--- src/three_stage_pipeline_core_step_macros.svh ---
// Assertion macros used by the core step back end.
// Depends on nothing; included by tsp_back, the module that carries assertions.
`ifndef THREE_STAGE_PIPELINE_CORE_STEP_MACROS_SVH
`define THREE_STAGE_PIPELINE_CORE_STEP_MACROS_SVH

// Same-cycle implication, disabled while reset is asserted.
`define TSP_ASSERT_IMP(lbl, ck, rn, ante, cons, msg) \
	lbl: assert property (@(posedge ck) disable iff (!rn) (ante) |-> (cons)) else $error(msg);

// Next-cycle implication, disabled while reset is asserted.
`define TSP_ASSERT_NXT(lbl, ck, rn, ante, cons, msg) \
	lbl: assert property (@(posedge ck) disable iff (!rn) (ante) |=> (cons)) else $error(msg);

`endif

--- src/tsp_pkg.sv ---
// Shared types and codes for the three-stage core step block.
// Depends on nothing; imported by every module of the block.
package tsp_pkg;

	localparam logic [3:0] ACT_ADD     = 4'd0;
	localparam logic [3:0] ACT_ADDI    = 4'd1;
	localparam logic [3:0] ACT_SUB     = 4'd2;
	localparam logic [3:0] ACT_MUL     = 4'd3;
	localparam logic [3:0] ACT_DIV     = 4'd4;
	localparam logic [3:0] ACT_B       = 4'd5;
	localparam logic [3:0] ACT_BEQ     = 4'd6;
	localparam logic [3:0] ACT_BNQ     = 4'd7;
	localparam logic [3:0] ACT_END     = 4'd8;
	localparam logic [3:0] ACT_PRELOAD = 4'd9;

	localparam logic [2:0] CLS_NONE    = 3'd0;
	localparam logic [2:0] CLS_ALU     = 3'd1;
	localparam logic [2:0] CLS_DIV     = 3'd2;
	localparam logic [2:0] CLS_BRANCH  = 3'd3;
	localparam logic [2:0] CLS_END     = 3'd4;
	localparam logic [2:0] CLS_PRELOAD = 3'd5;

	typedef struct packed {
		logic [2:0]  cls;
		logic [3:0]  action;
		logic [3:0]  dest_reg;
		logic [3:0]  src_reg_a;
		logic [3:0]  src_reg_b;
		logic [31:0] immediate;
		logic [7:0]  branch_target;
	} q_entry_t;

	typedef struct packed {
		logic        start;
		logic [31:0] dividend;
		logic [31:0] divisor;
	} div_req_t;

	typedef struct packed {
		logic        done;
		logic [31:0] quotient;
	} div_rsp_t;

endpackage

--- src/three_stage_pipeline_core_step.sv ---
// Top level of the three-stage core step block: one decoded instruction in,
// one or two occupancy reports out.
//
// Usage: the input channel (in_valid/in_ready) carries one decoded instruction
// per transaction; the output channel (out_valid/out_ready) carries one report
// per transaction, with last marking the final report of an instruction.
// Branches give two reports, all other instructions one.
// A two-entry queue decouples the input side from the execution sequencer,
// so instructions keep being accepted while a report waits to be taken.
// A report passes through the queue, the instruction and operand registers and
// the output register before it reaches out_valid; a branch's second report
// comes from the S_BR2 state, and a divide by a non-zero divisor waits in
// S_DIV for the 32-step divider (one quotient bit per cycle). One instruction
// is sequenced at a time. Reset marks every register of the register file as
// unwritten, so it reads as zero, clears the program counter, stage occupancy
// and halt flag and sets the cycle count to all ones. When the receiver stalls,
// the report is held in the output register and the sequencer waits; the queue
// then fills and in_ready falls.
// Depends on tsp_pkg, tsp_front, tsp_div and tsp_back.
module three_stage_pipeline_core_step
	import tsp_pkg::*;
#(
	parameter int NUM_REGS   = 10,
	parameter int PROG_DEPTH = 256
) (
	input  logic               clk,
	input  logic               arst_n,
	input  logic               in_valid,
	output logic               in_ready,
	input  logic [3:0]         action,
	input  logic [3:0]         dest_reg,
	input  logic [3:0]         src_reg_a,
	input  logic [3:0]         src_reg_b,
	input  logic signed [31:0] immediate,
	input  logic [7:0]         branch_target,
	output logic               out_valid,
	input  logic               out_ready,
	output logic [31:0]        cycle_number,
	output logic               fetch_valid,
	output logic [7:0]         fetch_index,
	output logic               execute_valid,
	output logic [7:0]         execute_index,
	output logic               writeback_valid,
	output logic [7:0]         writeback_index,
	output logic [7:0]         next_index,
	output logic signed [31:0] written_value,
	output logic               divide_by_zero,
	output logic               halted,
	output logic               last
);

	logic     q_valid;
	q_entry_t q_head;
	logic     q_pop;
	div_req_t div_req;
	div_rsp_t div_rsp;

	tsp_front u_front (
		.clk           (clk),
		.arst_n        (arst_n),
		.in_valid      (in_valid),
		.in_ready      (in_ready),
		.action        (action),
		.dest_reg      (dest_reg),
		.src_reg_a     (src_reg_a),
		.src_reg_b     (src_reg_b),
		.immediate     (immediate),
		.branch_target (branch_target),
		.q_valid       (q_valid),
		.q_head        (q_head),
		.q_pop         (q_pop)
	);

	tsp_div u_div (
		.clk    (clk),
		.arst_n (arst_n),
		.req    (div_req),
		.rsp    (div_rsp)
	);

	tsp_back #(
		.NUM_REGS   (NUM_REGS),
		.PROG_DEPTH (PROG_DEPTH)
	) u_back (
		.clk             (clk),
		.arst_n          (arst_n),
		.q_valid         (q_valid),
		.q_head          (q_head),
		.q_pop           (q_pop),
		.div_req         (div_req),
		.div_rsp         (div_rsp),
		.out_valid       (out_valid),
		.out_ready       (out_ready),
		.cycle_number    (cycle_number),
		.fetch_valid     (fetch_valid),
		.fetch_index     (fetch_index),
		.execute_valid   (execute_valid),
		.execute_index   (execute_index),
		.writeback_valid (writeback_valid),
		.writeback_index (writeback_index),
		.next_index      (next_index),
		.written_value   (written_value),
		.divide_by_zero  (divide_by_zero),
		.halted          (halted),
		.last            (last)
	);

endmodule

--- src/tsp_front.sv ---
// Front end: accepts instructions, classifies them and holds them in a two-entry queue.
// Depends on tsp_pkg.
module tsp_front
	import tsp_pkg::*;
(
	input  logic              clk,
	input  logic              arst_n,
	input  logic              in_valid,
	output logic              in_ready,
	input  logic [3:0]        action,
	input  logic [3:0]        dest_reg,
	input  logic [3:0]        src_reg_a,
	input  logic [3:0]        src_reg_b,
	input  logic signed [31:0] immediate,
	input  logic [7:0]        branch_target,
	output logic              q_valid,
	output q_entry_t          q_head,
	input  logic              q_pop
);

	q_entry_t   entry_q [2];
	logic [1:0] count_q;
	logic       wr_ptr_q;
	logic       rd_ptr_q;
	logic       push;
	logic [2:0] cls;

	always_comb begin
		case (action)
			ACT_ADD, ACT_ADDI, ACT_SUB, ACT_MUL: cls = CLS_ALU;
			ACT_DIV:                             cls = CLS_DIV;
			ACT_B, ACT_BEQ, ACT_BNQ:             cls = CLS_BRANCH;
			ACT_END:                             cls = CLS_END;
			ACT_PRELOAD:                         cls = CLS_PRELOAD;
			default:                             cls = CLS_NONE;
		endcase
	end

	assign in_ready = (count_q != 2'd2);
	assign push     = in_valid && in_ready;
	assign q_valid  = (count_q != 2'd0);
	assign q_head   = entry_q[rd_ptr_q];

	always_ff @(posedge clk) begin
		if (push) begin
			entry_q[wr_ptr_q] <= '{cls: cls, action: action, dest_reg: dest_reg,
				src_reg_a: src_reg_a, src_reg_b: src_reg_b,
				immediate: immediate, branch_target: branch_target};
		end
	end

	always_ff @(posedge clk or negedge arst_n) begin
		if (!arst_n) begin
			count_q  <= 2'd0;
			wr_ptr_q <= 1'b0;
			rd_ptr_q <= 1'b0;
		end else begin
			if (push) wr_ptr_q <= ~wr_ptr_q;
			if (q_pop) rd_ptr_q <= ~rd_ptr_q;
			if (push && !q_pop) count_q <= count_q + 2'd1;
			else if (!push && q_pop) count_q <= count_q - 2'd1;
		end
	end

endmodule

--- src/tsp_div.sv ---
// Iterative signed 32-bit divider, one quotient bit per cycle, truncating toward zero.
// Depends on tsp_pkg.
module tsp_div
	import tsp_pkg::*;
(
	input  logic     clk,
	input  logic     arst_n,
	input  div_req_t req,
	output div_rsp_t rsp
);

	logic [31:0] quo_q;
	logic [31:0] rem_q;
	logic [31:0] den_q;
	logic        neg_q;
	logic        busy_q;
	logic        done_q;
	logic [4:0]  cnt_q;
	logic [32:0] trial;
	logic [32:0] diff;

	assign trial = {rem_q, quo_q[31]};
	assign diff  = trial - {1'b0, den_q};

	always_ff @(posedge clk) begin
		if (req.start) begin
			quo_q <= req.dividend[31] ? (32'd0 - req.dividend) : req.dividend;
			den_q <= req.divisor[31] ? (32'd0 - req.divisor) : req.divisor;
			rem_q <= 32'd0;
			neg_q <= req.dividend[31] ^ req.divisor[31];
		end else if (busy_q) begin
			if (!diff[32]) begin
				rem_q <= diff[31:0];
				quo_q <= {quo_q[30:0], 1'b1};
			end else begin
				rem_q <= trial[31:0];
				quo_q <= {quo_q[30:0], 1'b0};
			end
		end
	end

	always_ff @(posedge clk or negedge arst_n) begin
		if (!arst_n) begin
			busy_q <= 1'b0;
			done_q <= 1'b0;
			cnt_q  <= 5'd0;
		end else if (req.start) begin
			busy_q <= 1'b1;
			done_q <= 1'b0;
			cnt_q  <= 5'd0;
		end else if (busy_q) begin
			cnt_q <= cnt_q + 5'd1;
			if (cnt_q == 5'd31) begin
				busy_q <= 1'b0;
				done_q <= 1'b1;
			end
		end
	end

	assign rsp.done     = done_q;
	assign rsp.quotient = neg_q ? (32'd0 - quo_q) : quo_q;

endmodule

--- src/tsp_back.sv ---
// Back end: register file, pipeline occupancy, sequencing of each instruction and result register.
// Depends on tsp_pkg and the assertion macros; drives the divider through tsp_pkg structs.
`include "three_stage_pipeline_core_step_macros.svh"
module tsp_back
	import tsp_pkg::*;
#(
	parameter int NUM_REGS   = 10,
	parameter int PROG_DEPTH = 256
) (
	input  logic               clk,
	input  logic               arst_n,
	input  logic               q_valid,
	input  q_entry_t           q_head,
	output logic               q_pop,
	output div_req_t           div_req,
	input  div_rsp_t           div_rsp,
	output logic               out_valid,
	input  logic               out_ready,
	output logic [31:0]        cycle_number,
	output logic               fetch_valid,
	output logic [7:0]         fetch_index,
	output logic               execute_valid,
	output logic [7:0]         execute_index,
	output logic               writeback_valid,
	output logic [7:0]         writeback_index,
	output logic [7:0]         next_index,
	output logic signed [31:0] written_value,
	output logic               divide_by_zero,
	output logic               halted,
	output logic               last
);

	localparam int PW = $clog2(PROG_DEPTH);
	localparam int RW = $clog2(NUM_REGS);

	localparam logic [1:0] S_IDLE = 2'd0;
	localparam logic [1:0] S_EXEC = 2'd1;
	localparam logic [1:0] S_DIV  = 2'd2;
	localparam logic [1:0] S_BR2  = 2'd3;

	typedef struct packed {
		logic          v;
		logic [PW-1:0] idx;
	} slot_t;

	function automatic logic [7:0] idx8(input logic [PW-1:0] x);
		logic [PW+7:0] w;
		w = {8'd0, x};
		return w[7:0];
	endfunction

	logic [31:0]   rf_q [NUM_REGS];
	logic [NUM_REGS-1:0] rvalid_q;
	logic [31:0]   rda_q;
	logic [31:0]   rdb_q;
	logic          rva_q;
	logic          rvb_q;
	q_entry_t      cur_q;
	logic [1:0]    st_q;
	logic [1:0]    st_d;
	logic [PW-1:0] pc_q;
	logic [PW-1:0] pc_d;
	logic [PW-1:0] pc_inc;
	slot_t         f_q, e_q, w_q;
	slot_t         f_d, e_d, w_d;
	logic [31:0]   cyc_q;
	logic [31:0]   cyc_d;
	logic          halt_q;
	logic          halt_d;
	logic          out_valid_q;
	logic          out_free;
	logic          emit;
	logic          emit_last;
	logic [31:0]   emit_val;
	logic          emit_dbz;
	logic          adv;
	logic          bubble;
	logic          rf_we;
	logic [31:0]   rf_wdata;
	logic          div_start;
	logic [3:0]    addr_a;
	logic [3:0]    addr_b;
	logic          in_a;
	logic          in_b;
	logic          in_d;
	logic [31:0]   va;
	logic [31:0]   vb;
	logic [31:0]   vb_op;
	logic [31:0]   alu_res;
	logic          eq;
	logic          taken;
	logic [PW-1:0] tmod [256];

	for (genvar g = 0; g < 256; g++) begin : g_tmod
		assign tmod[g] = PW'(g % PROG_DEPTH);
	end

	assign pc_inc = (pc_q == PW'(PROG_DEPTH - 1)) ? '0 : pc_q + PW'(1);

	assign addr_a = (q_head.cls == CLS_BRANCH) ? q_head.dest_reg : q_head.src_reg_a;
	assign addr_b = (q_head.cls == CLS_BRANCH) ? q_head.src_reg_a : q_head.src_reg_b;
	assign in_a   = (32'(addr_a) < NUM_REGS);
	assign in_b   = (32'(addr_b) < NUM_REGS);
	assign in_d   = (32'(cur_q.dest_reg) < NUM_REGS);

	always_ff @(posedge clk) begin
		if (q_pop) begin
			rda_q <= rf_q[addr_a[RW-1:0]];
			rdb_q <= rf_q[addr_b[RW-1:0]];
			cur_q <= q_head;
		end
		if (rf_we && in_d) rf_q[cur_q.dest_reg[RW-1:0]] <= rf_wdata;
	end

	always_ff @(posedge clk or negedge arst_n) begin
		if (!arst_n) begin
			rvalid_q <= '0;
			rva_q    <= 1'b0;
			rvb_q    <= 1'b0;
		end else begin
			if (q_pop) begin
				rva_q <= in_a && rvalid_q[addr_a[RW-1:0]];
				rvb_q <= in_b && rvalid_q[addr_b[RW-1:0]];
			end
			if (rf_we && in_d) rvalid_q[cur_q.dest_reg[RW-1:0]] <= 1'b1;
		end
	end

	assign va    = rva_q ? rda_q : 32'd0;
	assign vb    = rvb_q ? rdb_q : 32'd0;
	assign vb_op = (cur_q.action == ACT_ADDI) ? cur_q.immediate : vb;
	assign eq    = (va == vb);
	assign taken = (cur_q.action == ACT_B) || ((cur_q.action == ACT_BEQ) && eq) ||
		((cur_q.action == ACT_BNQ) && !eq);

	always_comb begin
		case (cur_q.action)
			ACT_SUB: alu_res = va - vb_op;
			ACT_MUL: alu_res = va * vb_op;
			default: alu_res = va + vb_op;
		endcase
	end

	assign out_free = !out_valid_q || out_ready;
	assign div_req.start    = div_start;
	assign div_req.dividend = va;
	assign div_req.divisor  = vb;

	always_comb begin
		st_d      = st_q;
		q_pop     = 1'b0;
		emit      = 1'b0;
		emit_last = 1'b1;
		emit_val  = 32'd0;
		emit_dbz  = 1'b0;
		adv       = 1'b0;
		bubble    = 1'b0;
		rf_we     = 1'b0;
		rf_wdata  = 32'd0;
		div_start = 1'b0;
		pc_d      = pc_q;
		f_d       = f_q;
		e_d       = e_q;
		w_d       = w_q;
		cyc_d     = cyc_q;
		halt_d    = halt_q;
		case (st_q)
			S_IDLE: begin
				if (q_valid) begin
					q_pop = 1'b1;
					st_d  = S_EXEC;
				end
			end
			S_EXEC: begin
				if (out_free) begin
					st_d = S_IDLE;
					if (halt_q) begin
						emit = 1'b1;
					end else begin
						case (cur_q.cls)
							CLS_PRELOAD: begin
								rf_we    = 1'b1;
								rf_wdata = cur_q.immediate;
								emit_val = cur_q.immediate;
								emit     = 1'b1;
							end
							CLS_ALU: begin
								rf_we    = 1'b1;
								rf_wdata = alu_res;
								emit_val = alu_res;
								adv      = 1'b1;
								emit     = 1'b1;
							end
							CLS_DIV: begin
								if (vb == 32'd0) begin
									rf_we    = 1'b1;
									emit_dbz = 1'b1;
									adv      = 1'b1;
									emit     = 1'b1;
								end else begin
									div_start = 1'b1;
									st_d = S_DIV;
								end
							end
							CLS_END: begin
								bubble = 1'b1;
								halt_d = 1'b1;
								emit   = 1'b1;
							end
							CLS_BRANCH: begin
								pc_d      = taken ? tmod[cur_q.branch_target] : pc_inc;
								bubble    = 1'b1;
								emit_last = 1'b0;
								emit      = 1'b1;
								st_d      = S_BR2;
							end
							default: begin
								emit = 1'b1;
							end
						endcase
					end
				end
			end
			S_DIV: begin
				if (div_rsp.done && out_free) begin
					rf_we    = 1'b1;
					rf_wdata = div_rsp.quotient;
					emit_val = div_rsp.quotient;
					adv      = 1'b1;
					emit     = 1'b1;
					st_d     = S_IDLE;
				end
			end
			S_BR2: begin
				if (out_free) begin
					cyc_d = cyc_q + 32'd1;
					w_d   = '0;
					e_d   = f_q;
					f_d   = '{v: 1'b1, idx: pc_q};
					emit  = 1'b1;
					st_d  = S_IDLE;
				end
			end
			default: begin
				st_d = S_IDLE;
			end
		endcase
		if (adv) begin
			pc_d  = pc_inc;
			cyc_d = cyc_q + 32'd1;
			w_d   = e_q;
			e_d   = f_q;
			f_d   = '{v: 1'b1, idx: pc_inc};
		end
		if (bubble) begin
			cyc_d = cyc_q + 32'd1;
			w_d   = e_q;
			e_d   = f_q;
			f_d   = '0;
		end
	end

	always_ff @(posedge clk or negedge arst_n) begin
		if (!arst_n) begin
			st_q        <= S_IDLE;
			pc_q        <= '0;
			f_q         <= '0;
			e_q         <= '0;
			w_q         <= '0;
			cyc_q       <= '1;
			halt_q      <= 1'b0;
			out_valid_q <= 1'b0;
		end else begin
			st_q   <= st_d;
			pc_q   <= pc_d;
			f_q    <= f_d;
			e_q    <= e_d;
			w_q    <= w_d;
			cyc_q  <= cyc_d;
			halt_q <= halt_d;
			if (emit) out_valid_q <= 1'b1;
			else if (out_ready) out_valid_q <= 1'b0;
		end
	end

	always_ff @(posedge clk) begin
		if (emit) begin
			cycle_number    <= cyc_d;
			fetch_valid     <= f_d.v;
			fetch_index     <= f_d.v ? idx8(f_d.idx) : 8'd0;
			execute_valid   <= e_d.v;
			execute_index   <= e_d.v ? idx8(e_d.idx) : 8'd0;
			writeback_valid <= w_d.v;
			writeback_index <= w_d.v ? idx8(w_d.idx) : 8'd0;
			next_index      <= idx8(pc_d);
			written_value   <= emit_val;
			divide_by_zero  <= emit_dbz;
			halted          <= halt_d;
			last            <= emit_last;
		end
	end

	assign out_valid = out_valid_q;

	`TSP_ASSERT_IMP(a_pop_idle, clk, arst_n, q_pop, st_q == S_IDLE, "queue popped while busy")
	`TSP_ASSERT_NXT(a_branch_second, clk, arst_n, emit && !emit_last, st_q == S_BR2, "branch refetch missing")
	`TSP_ASSERT_IMP(a_div_not_halted, clk, arst_n, st_q == S_DIV, !halt_q, "divide after halt")
	`TSP_ASSERT_NXT(a_div_restart, clk, arst_n, div_req.start, !div_rsp.done, "stale quotient after start")

endmodule

--- config.mk ---
export PLATFORM = sky130hd
export DESIGN_NAME = three_stage_pipeline_core_step
export DESIGN_NICKNAME = d
export VERILOG_FILES = /design/src/tsp_pkg.sv /design/src/three_stage_pipeline_core_step.sv /design/src/tsp_front.sv /design/src/tsp_div.sv /design/src/tsp_back.sv
export VERILOG_INCLUDE_DIRS = /design/src /design/src/src
export SDC_FILE = /design/constraint.sdc
export NUM_CORES = 2
export LEC_CHECK = 0
export ABC_AREA = 1
export BUFFER_PORTS_ARGS = -buffer_cell sky130_fd_sc_hd__buf_2
export CELL_PAD_IN_SITES_DETAIL_PLACEMENT = 0
export CELL_PAD_IN_SITES_GLOBAL_PLACEMENT = 1
export CORE_MARGIN = 2
export CORE_UTILIZATION = 54
export DETAILED_ROUTE_END_ITERATION = 7
export PLACE_DENSITY = 0.9
export SKIP_CTS_REPAIR_TIMING = 1
export SKIP_LAST_GASP = 1
export SYNTH_ARGS = -nofsm -noshare
export SYNTH_HDL_FRONTEND = slang
export SYNTH_SLANG_ARGS = --single-unit
--- constraint.sdc ---
create_clock -name clk -period 14.3 [get_ports clk]
set_input_delay 0.715 -clock clk [delete_from_list [all_inputs] [get_ports clk]]
set_output_delay 0.715 -clock clk [all_outputs]
set_load 0.01 [all_outputs]
; Yosys cells after proc, flatten, opt, wreduce, memory -nomap -nowiden
; Memories as Yosys holds them, arrays and structs flattened. A register that Yosys moved wholly into a read port is not among the register bits.
; Cells that the tools add are included.
[word_totals]
regBits = 344
ram_bits = 438
romBits = 2096
in_bits = 60
out_inout_bits = 104
memories = 4
[classes]
n_addsub = 11
multipliers = 1
magnitude_cmp = 8
eq_ne = 23
n_mux = 104
n_bitwise = 8
n_reduce_logical = 30
[memory_table]
columns = name, words, width, read_ports, rd_clocked_by_memory_dff, write_ports, line
row1 = (name not given), 256, 8, 1, 0, 0, tsp_back.sv:211  ; pc_d = taken ? tmod[cur_q.branch_target] : pc_inc;
row2 = u_back.rf_q, 10, 32, 2, 2, 1, tsp_back.sv:52  ; logic [31:0] rf_q [NUM_REGS];
row3 = u_front.entry_q, 2, 59, 1, 0, 1, tsp_front.sv:21  ; q_entry_t entry_q [2];
row4 = (name not given), 16, 3, 1, 0, 0, tsp_front.sv:29  ; case (action)
[op_table]
columns = operator, n
row1 = 2-to-1 mux 32 bit, 15
row2 = one-hot mux 32 bit (2 select lines), 3
row3 = 2-to-1 mux 9 bit, 12
row4 = "subtractor 1 x 32 -> 32 bit, first input constant", 3
row5 = 2-to-1 mux 8 bit, 9
row6 = 2-to-1 mux 1 bit, 42
row7 = subtractor 33 x 32 -> 33 bit, 1
row8 = "adder 32 x 1 -> 32 bit, second input constant", 1
row9 = adder 32 bit, 1
row10 = equality test 32 bit, 1
row11 = zero test 32 bit, 1
row12 = multiplier 32 x 32 -> 32 bit, 1
row13 = subtractor 32 bit, 1
row14 = 2-to-1 mux 31 bit, 1
row15 = 2-to-1 mux 2 bit, 8
row16 = "less-than comparator 4 x 5 -> 1 bit, second input constant", 3
row17 = "equality test 4 x 3 -> 1 bit, second input constant", 3
row18 = "less-than comparator 4 bit, second input constant", 3
row19 = logical AND 1 bit, 10
row20 = 2-to-1 mux 5 bit, 2
row21 = bitwise OR 10 bit, 1
row22 = nonzero test 2 bit, 5
row23 = "equality test 3 x 2 -> 1 bit, second input constant", 3
row24 = "greater-or-equal comparator 9 bit, second input constant", 1
row25 = 33 further kinds, 54

; Longest topological paths before layout
[depth]
ltp_word = 11
depth_mapped = 45
mapped_depth_nobuf = 43

; Cells and area by module
; Synthesis repeated with hierarchy kept, for this count alone.
[hier_totals]
cells_unflattened = 6796
hier_area_um2 = 60443.0
[modules_own_cells]
columns = module, instances, cells_each, area_per_inst_um2, seq_area_each_um2
row1 = tsp_back, 1, 5146, 46540.9, 18242.5
row2 = tsp_div, 1, 1431, 9092.5, 2767.7
row3 = tsp_front, 1, 219, 4809.6, 3643.5

; Worst setup path after synthesis
; OpenSTA, ideal clock, no wires.
[synth_timing]
path_type = register -> register
startpoint = register u_back.st_q[0]
endpoint = register u_front.count_q[1]
setup_ns = 0.131
arrival_time_ns = 7.704
t_required_ns = 14.169
slack_ns = 6.466
stages_incl_launch_ff = 10
n_path_buf = 0
path_cell_list = dfrtp_1 -> inv_1 -> ha_1 -> inv_1 -> a21oi_1 -> inv_1 -> ha_1 -> a21oi_1 -> o21ai_0 -> xor2_1
[synth_between]
elab_chain_len = 5
[synth_lines]
columns = element, line
row1 = from (decl), tsp_back.sv:59  ; logic [1:0] st_q;
row2 = from (signal assigned), tsp_back.sv:274  ; st_q <= st_d;
row3 = zero test 2 bit *, tsp_back.sv:167  ; case (st_q)
row4 = 2-to-1 mux 1 bit *, tsp_back.sv:167
row5 = via q_pop, three_stage_pipeline_core_step.sv:54  ; logic q_pop;
row6 = zero test 1 bit, tsp_front.sv:60  ; if (push && !q_pop) count_q <= count_q + 2'd1;
row7 = logical AND 1 bit, tsp_front.sv:60
row8 = 2-to-1 mux 2 bit or nonzero test 2 bit (tied branches), n/a
row9 = to (signal assigned), tsp_front.sv:60
row10 = to (signal assigned), tsp_front.sv:61  ; else if (!push && q_pop) count_q <= count_q - 2'd1;
row11 = to (decl), tsp_front.sv:22  ; logic [1:0] count_q;
; Mark *: on every way through the listed nets, which the timed path passes. The rest lies on a longest branch.
; A chain may end at the register's enable or synchronous reset.

; Worst setup path in the final report
[layout_timing]
startpoint = register u_back.cur_q[53] (netlist name)
endpoint = memory u_back.rf_q[4][27] (data pin)
[layout_between]
elab_chain_len = 8
[layout_lines]
columns = element, line
row1 = from (decl), tsp_back.sv:58  ; q_entry_t cur_q;
row2 = from (signal assigned), tsp_back.sv:110  ; cur_q <= q_head;
row3 = equality test 4 x 1 -> 1 bit, tsp_back.sv:131  ; assign vb_op = (cur_q.action == ACT_ADDI) ? cur_q.immediate : vb;
row4 = 2-to-1 mux 32 bit, tsp_back.sv:131
row5 = "multiplier 32 x 32 -> 32 bit, or another cell as far along", tsp_back.sv:139  ; ACT_MUL: alu_res = va * vb_op;
row6 = one-hot mux 32 bit (2 select lines) *, tsp_back.sv:137  ; case (cur_q.action)
row7 = one-hot mux 32 bit (2 select lines) *, n/a
row8 = 2-to-1 mux 32 bit * (2 in a row), n/a
row9 = one-hot mux 32 bit (2 select lines) *, n/a
row10 = via u_back.emit_val[27], tsp_back.sv:74  ; logic [31:0] emit_val;
row11 = to (decl), tsp_back.sv:52
; Marks and branches as above.

==> results.md <==
* Status: finished, final reports clean
* Vias in the first global route at 48180
* Yosys warnings at 0
* DRC violations left at 0
* Asr flop ratio synth at 0.1111
* PortBufs at 163
* Die Ht at 336.0 µm
* Total congestion overflow at 0
* Starting Density at 0.5459
* Gpl congestion at 1.072
* Distinct cells, synth at 74
* Prevailing post-synth register cell: edfxtp_1
* Critical path fanouts, max at 42
* CTS tree: done
* Num CTS Buffers at 85
* Slew @ Worst Pin at 1456 ps
* Clk buf depth at 3
* CP max stage cell: a21oi_1
* Via density at 6.055
* Initial antenna violation count at 10
* Mapped Nets at 7299
* First-pass GRT wire length at 300.6 mm
* Routed wire length at 202.3 mm
* CTS root buf: clkbuf_16
* Drt pass-1 iters at 8
* Die area at 112900 µm²
* Worst hold-check path type: in2reg
* Post-synth EDFFs at 720
* Final nets at 7355
* Core region area at 109000 µm²
* Synth Cell Area at 59500 µm²
* Seq/Total Area, Yosys at 0.4143
* CP Data Required Time at 14610 ps
* Fin crit share at 0.7234
* Largest net degree at the start of global routing at 85
* Die Wd at 336.0 µm
* Final Hold Vio Count at 0
* Setup_tns at 0 ps
* Startpoint Class: flop
* Worst Skew at 57.60 ps
* DP Wirelength at 144.1 mm
* Max-slew violations at 0
* Worst EP arrival at 10650 ps
* Crit Path Class: reg2reg
* Reg2reg setup slack at 3960 ps
* Clock latency on the worst-skew pair at 700 ps
* Filler cell count at 9383
* Max frequency at 96.67 MHz
* RSZ-0062 raised after global routing: false
* DR iter-0 viols at 6133
* CP Capture Type: flop
* Hold Worst Slack at 225.4 ps
* Via Count at 49500
* Max stage delay on crit path at 960 ps
* Tmin final at 10340 ps
* Antenna-violating nets left at 0
* Most common cell on crit path: fa_1
* Slew headroom at 0.02956
* Layout cell share with drive strength beyond 1 at 0.09045
* WL/cell at 24.75 µm
* Row count at 121
* FF+latch count, synth at 846
* H-tree Lvls at 3
* Max Cap Viol at 0
* Synthesized area per cell at 8.978 µm²
* Layout area overhead at 8.678%
* GRT Util Overall at 0.3587
* IO Pins at 164
* Final setup viols at 0
* Clock sinks at 846
* CTS clk-pin slew, worst paths at 60 ps
* Cells after Synth at 6628
-- cell families (layout without fill, tap and decap cells) --
group	after synthesis	in the layout	synth area share
AOI/OAI and AO/OA	1350	1350	0.1287
xor gates and xnor gates	170	170	0.02515
adders and majority gates	611	611	0.1802
buffers and inverters	1217	1344	0.07952
DFF	846	846	0.4143
muxes	6	6	0.001072
other	0	6	0
and+or+nand+nor	2428	2428	0.1710
-- sequential cells by signal, indices dropped and copies added (netlist names), 2 cells and up --
register	flops
u_front.count_q	2
u_back.e_q	9
u_back.st_q	2
u_back.fetch_index	8
u_back.execute_index	8
u_back.pc_q	8
u_back.cycle_number	32
u_front.entry_q	118
u_back.rf_q	320
u_back.rdb_q	32
u_back.w_q	9
u_div.rem_q	32
u_back.cyc_q	32
u_back.rvalid_q	10
u_div.den_q	32
u_back.next_index	8
u_back.writeback_index	8
u_back.written_value	32
u_div.cnt_q	5
u_div.quo_q	32
u_back.cur_q	51
u_back.f_q	9
u_back.rda_q	32
-- cells in the mapped netlist, types with 32 or more instances --
cell      count  area [µm²]
o211ai_1     50       375.4
xor2_1      124        1086
a21oi_1     341        1707
o21ai_0     680        3403
nand2_1    1211        4546
nand4_1      41       256.5
clkbuf_1    215       807.0
dfstp_2      32       840.8
xnor2_1      45       394.1
nor2_1      803        3014
edfxtp_1    720       21620
buf_2        47       235.2
fa_1        410        8208
o221ai_1     61       534.3
dfxtp_1      32       640.6
o311ai_0     42       367.9
ha_1        201        2515
nand3_1     169       845.8
inv_1       881        3307
nor3_1       53       265.3
dfrtp_1      62        1551
-- path summary, 6_finish.rpt --
check	start	depth (start not counted)	end
setup / recovery	u_back.cur_q[53]$_DFFE_PP_	30	u_back.rf_q[4][27]$_DFFE_PP_
hold / removal	src_reg_a[2]	1	u_front.entry_q[0][46]$_DFFE_PP_
setup reg to reg	u_back.cur_q[53]$_DFFE_PP_	30	u_back.rf_q[4][27]$_DFFE_PP_
hold reg to reg	u_div.rem_q[31]$_SDFFE_PP0P_	2	u_div.rem_q[31]$_SDFFE_PP0P_
max in group asynchronous	arst_n	3	u_back.out_valid$_DFFE_PN0P_
min in group asynchronous	arst_n	2	u_div.done_q$_DFFE_PN0P_
-- critical path: cells and delay by family (launching register included) --
family | cells | cell delay, ps
compound gates | 6 | 2480
simple gates | 9 | 1970
buf+inv | 6 | 770
fa+ha+maj | 9 | 4280
flops | 1 | 450
-- area by class of cell --
cell class	count	area [µm²]	area share
Clock inverter	55	626.9	0.009693
Timing Repair Buffer	265	1587	0.02453
Inverter	921	3465	0.05357
Antenna cell	6	15.01	0.0002322
Tap cell	1414	1769	0.02736
Sequential cell	846	24650	0.3813
Multi-Input combinational cell	4565	30330	0.4689
Clock buffer	103	2226	0.03442
-- per-stage QoR --
stage	utilization	instance area, µm²	worst slack (ps)	instances
after detailed placement	0.5669	61790	4282	8010
after floorplan	-	59500	6466	6628
after global routing	0.5933	64670	3569	8175
final	0.5933	64670	3956	8175
after global placement	0.5669	61790	4442	8010
after CTS	0.5930	64640	4258	8168
-- placed cells by master (no fill, tap or decap), drive strengths merged, types with 44 or more instances in the layout --
master / n
fa: 410
o311ai: 58
clkbuf: 103
nor3: 68
nand2: 1243
a21oi: 343
o21ai: 715
dfrtp: 62
nand3: 185
ha: 201
o221ai: 61
inv: 915
xor2: 124
clkinv: 44
nor2: 822
nand4: 46
edfxtp: 720
o211ai: 50
xnor2: 46
buf: 264
-- layer usage --
| layer | share of wire | track usage |
|---|---|---|
| met5 | 0.00017 | 0 |
| met4 | 0.063 | 0.1970 |
| met3 | 0.11 | 0.07757 |
| met2 | 0.44 | 0.5521 |
| met1 | 0.38 | 0.4752 |
Power is left out: the tool's default activity adds up to more than one toggle a clock period on the data nets, which glitch-free logic cannot reach.
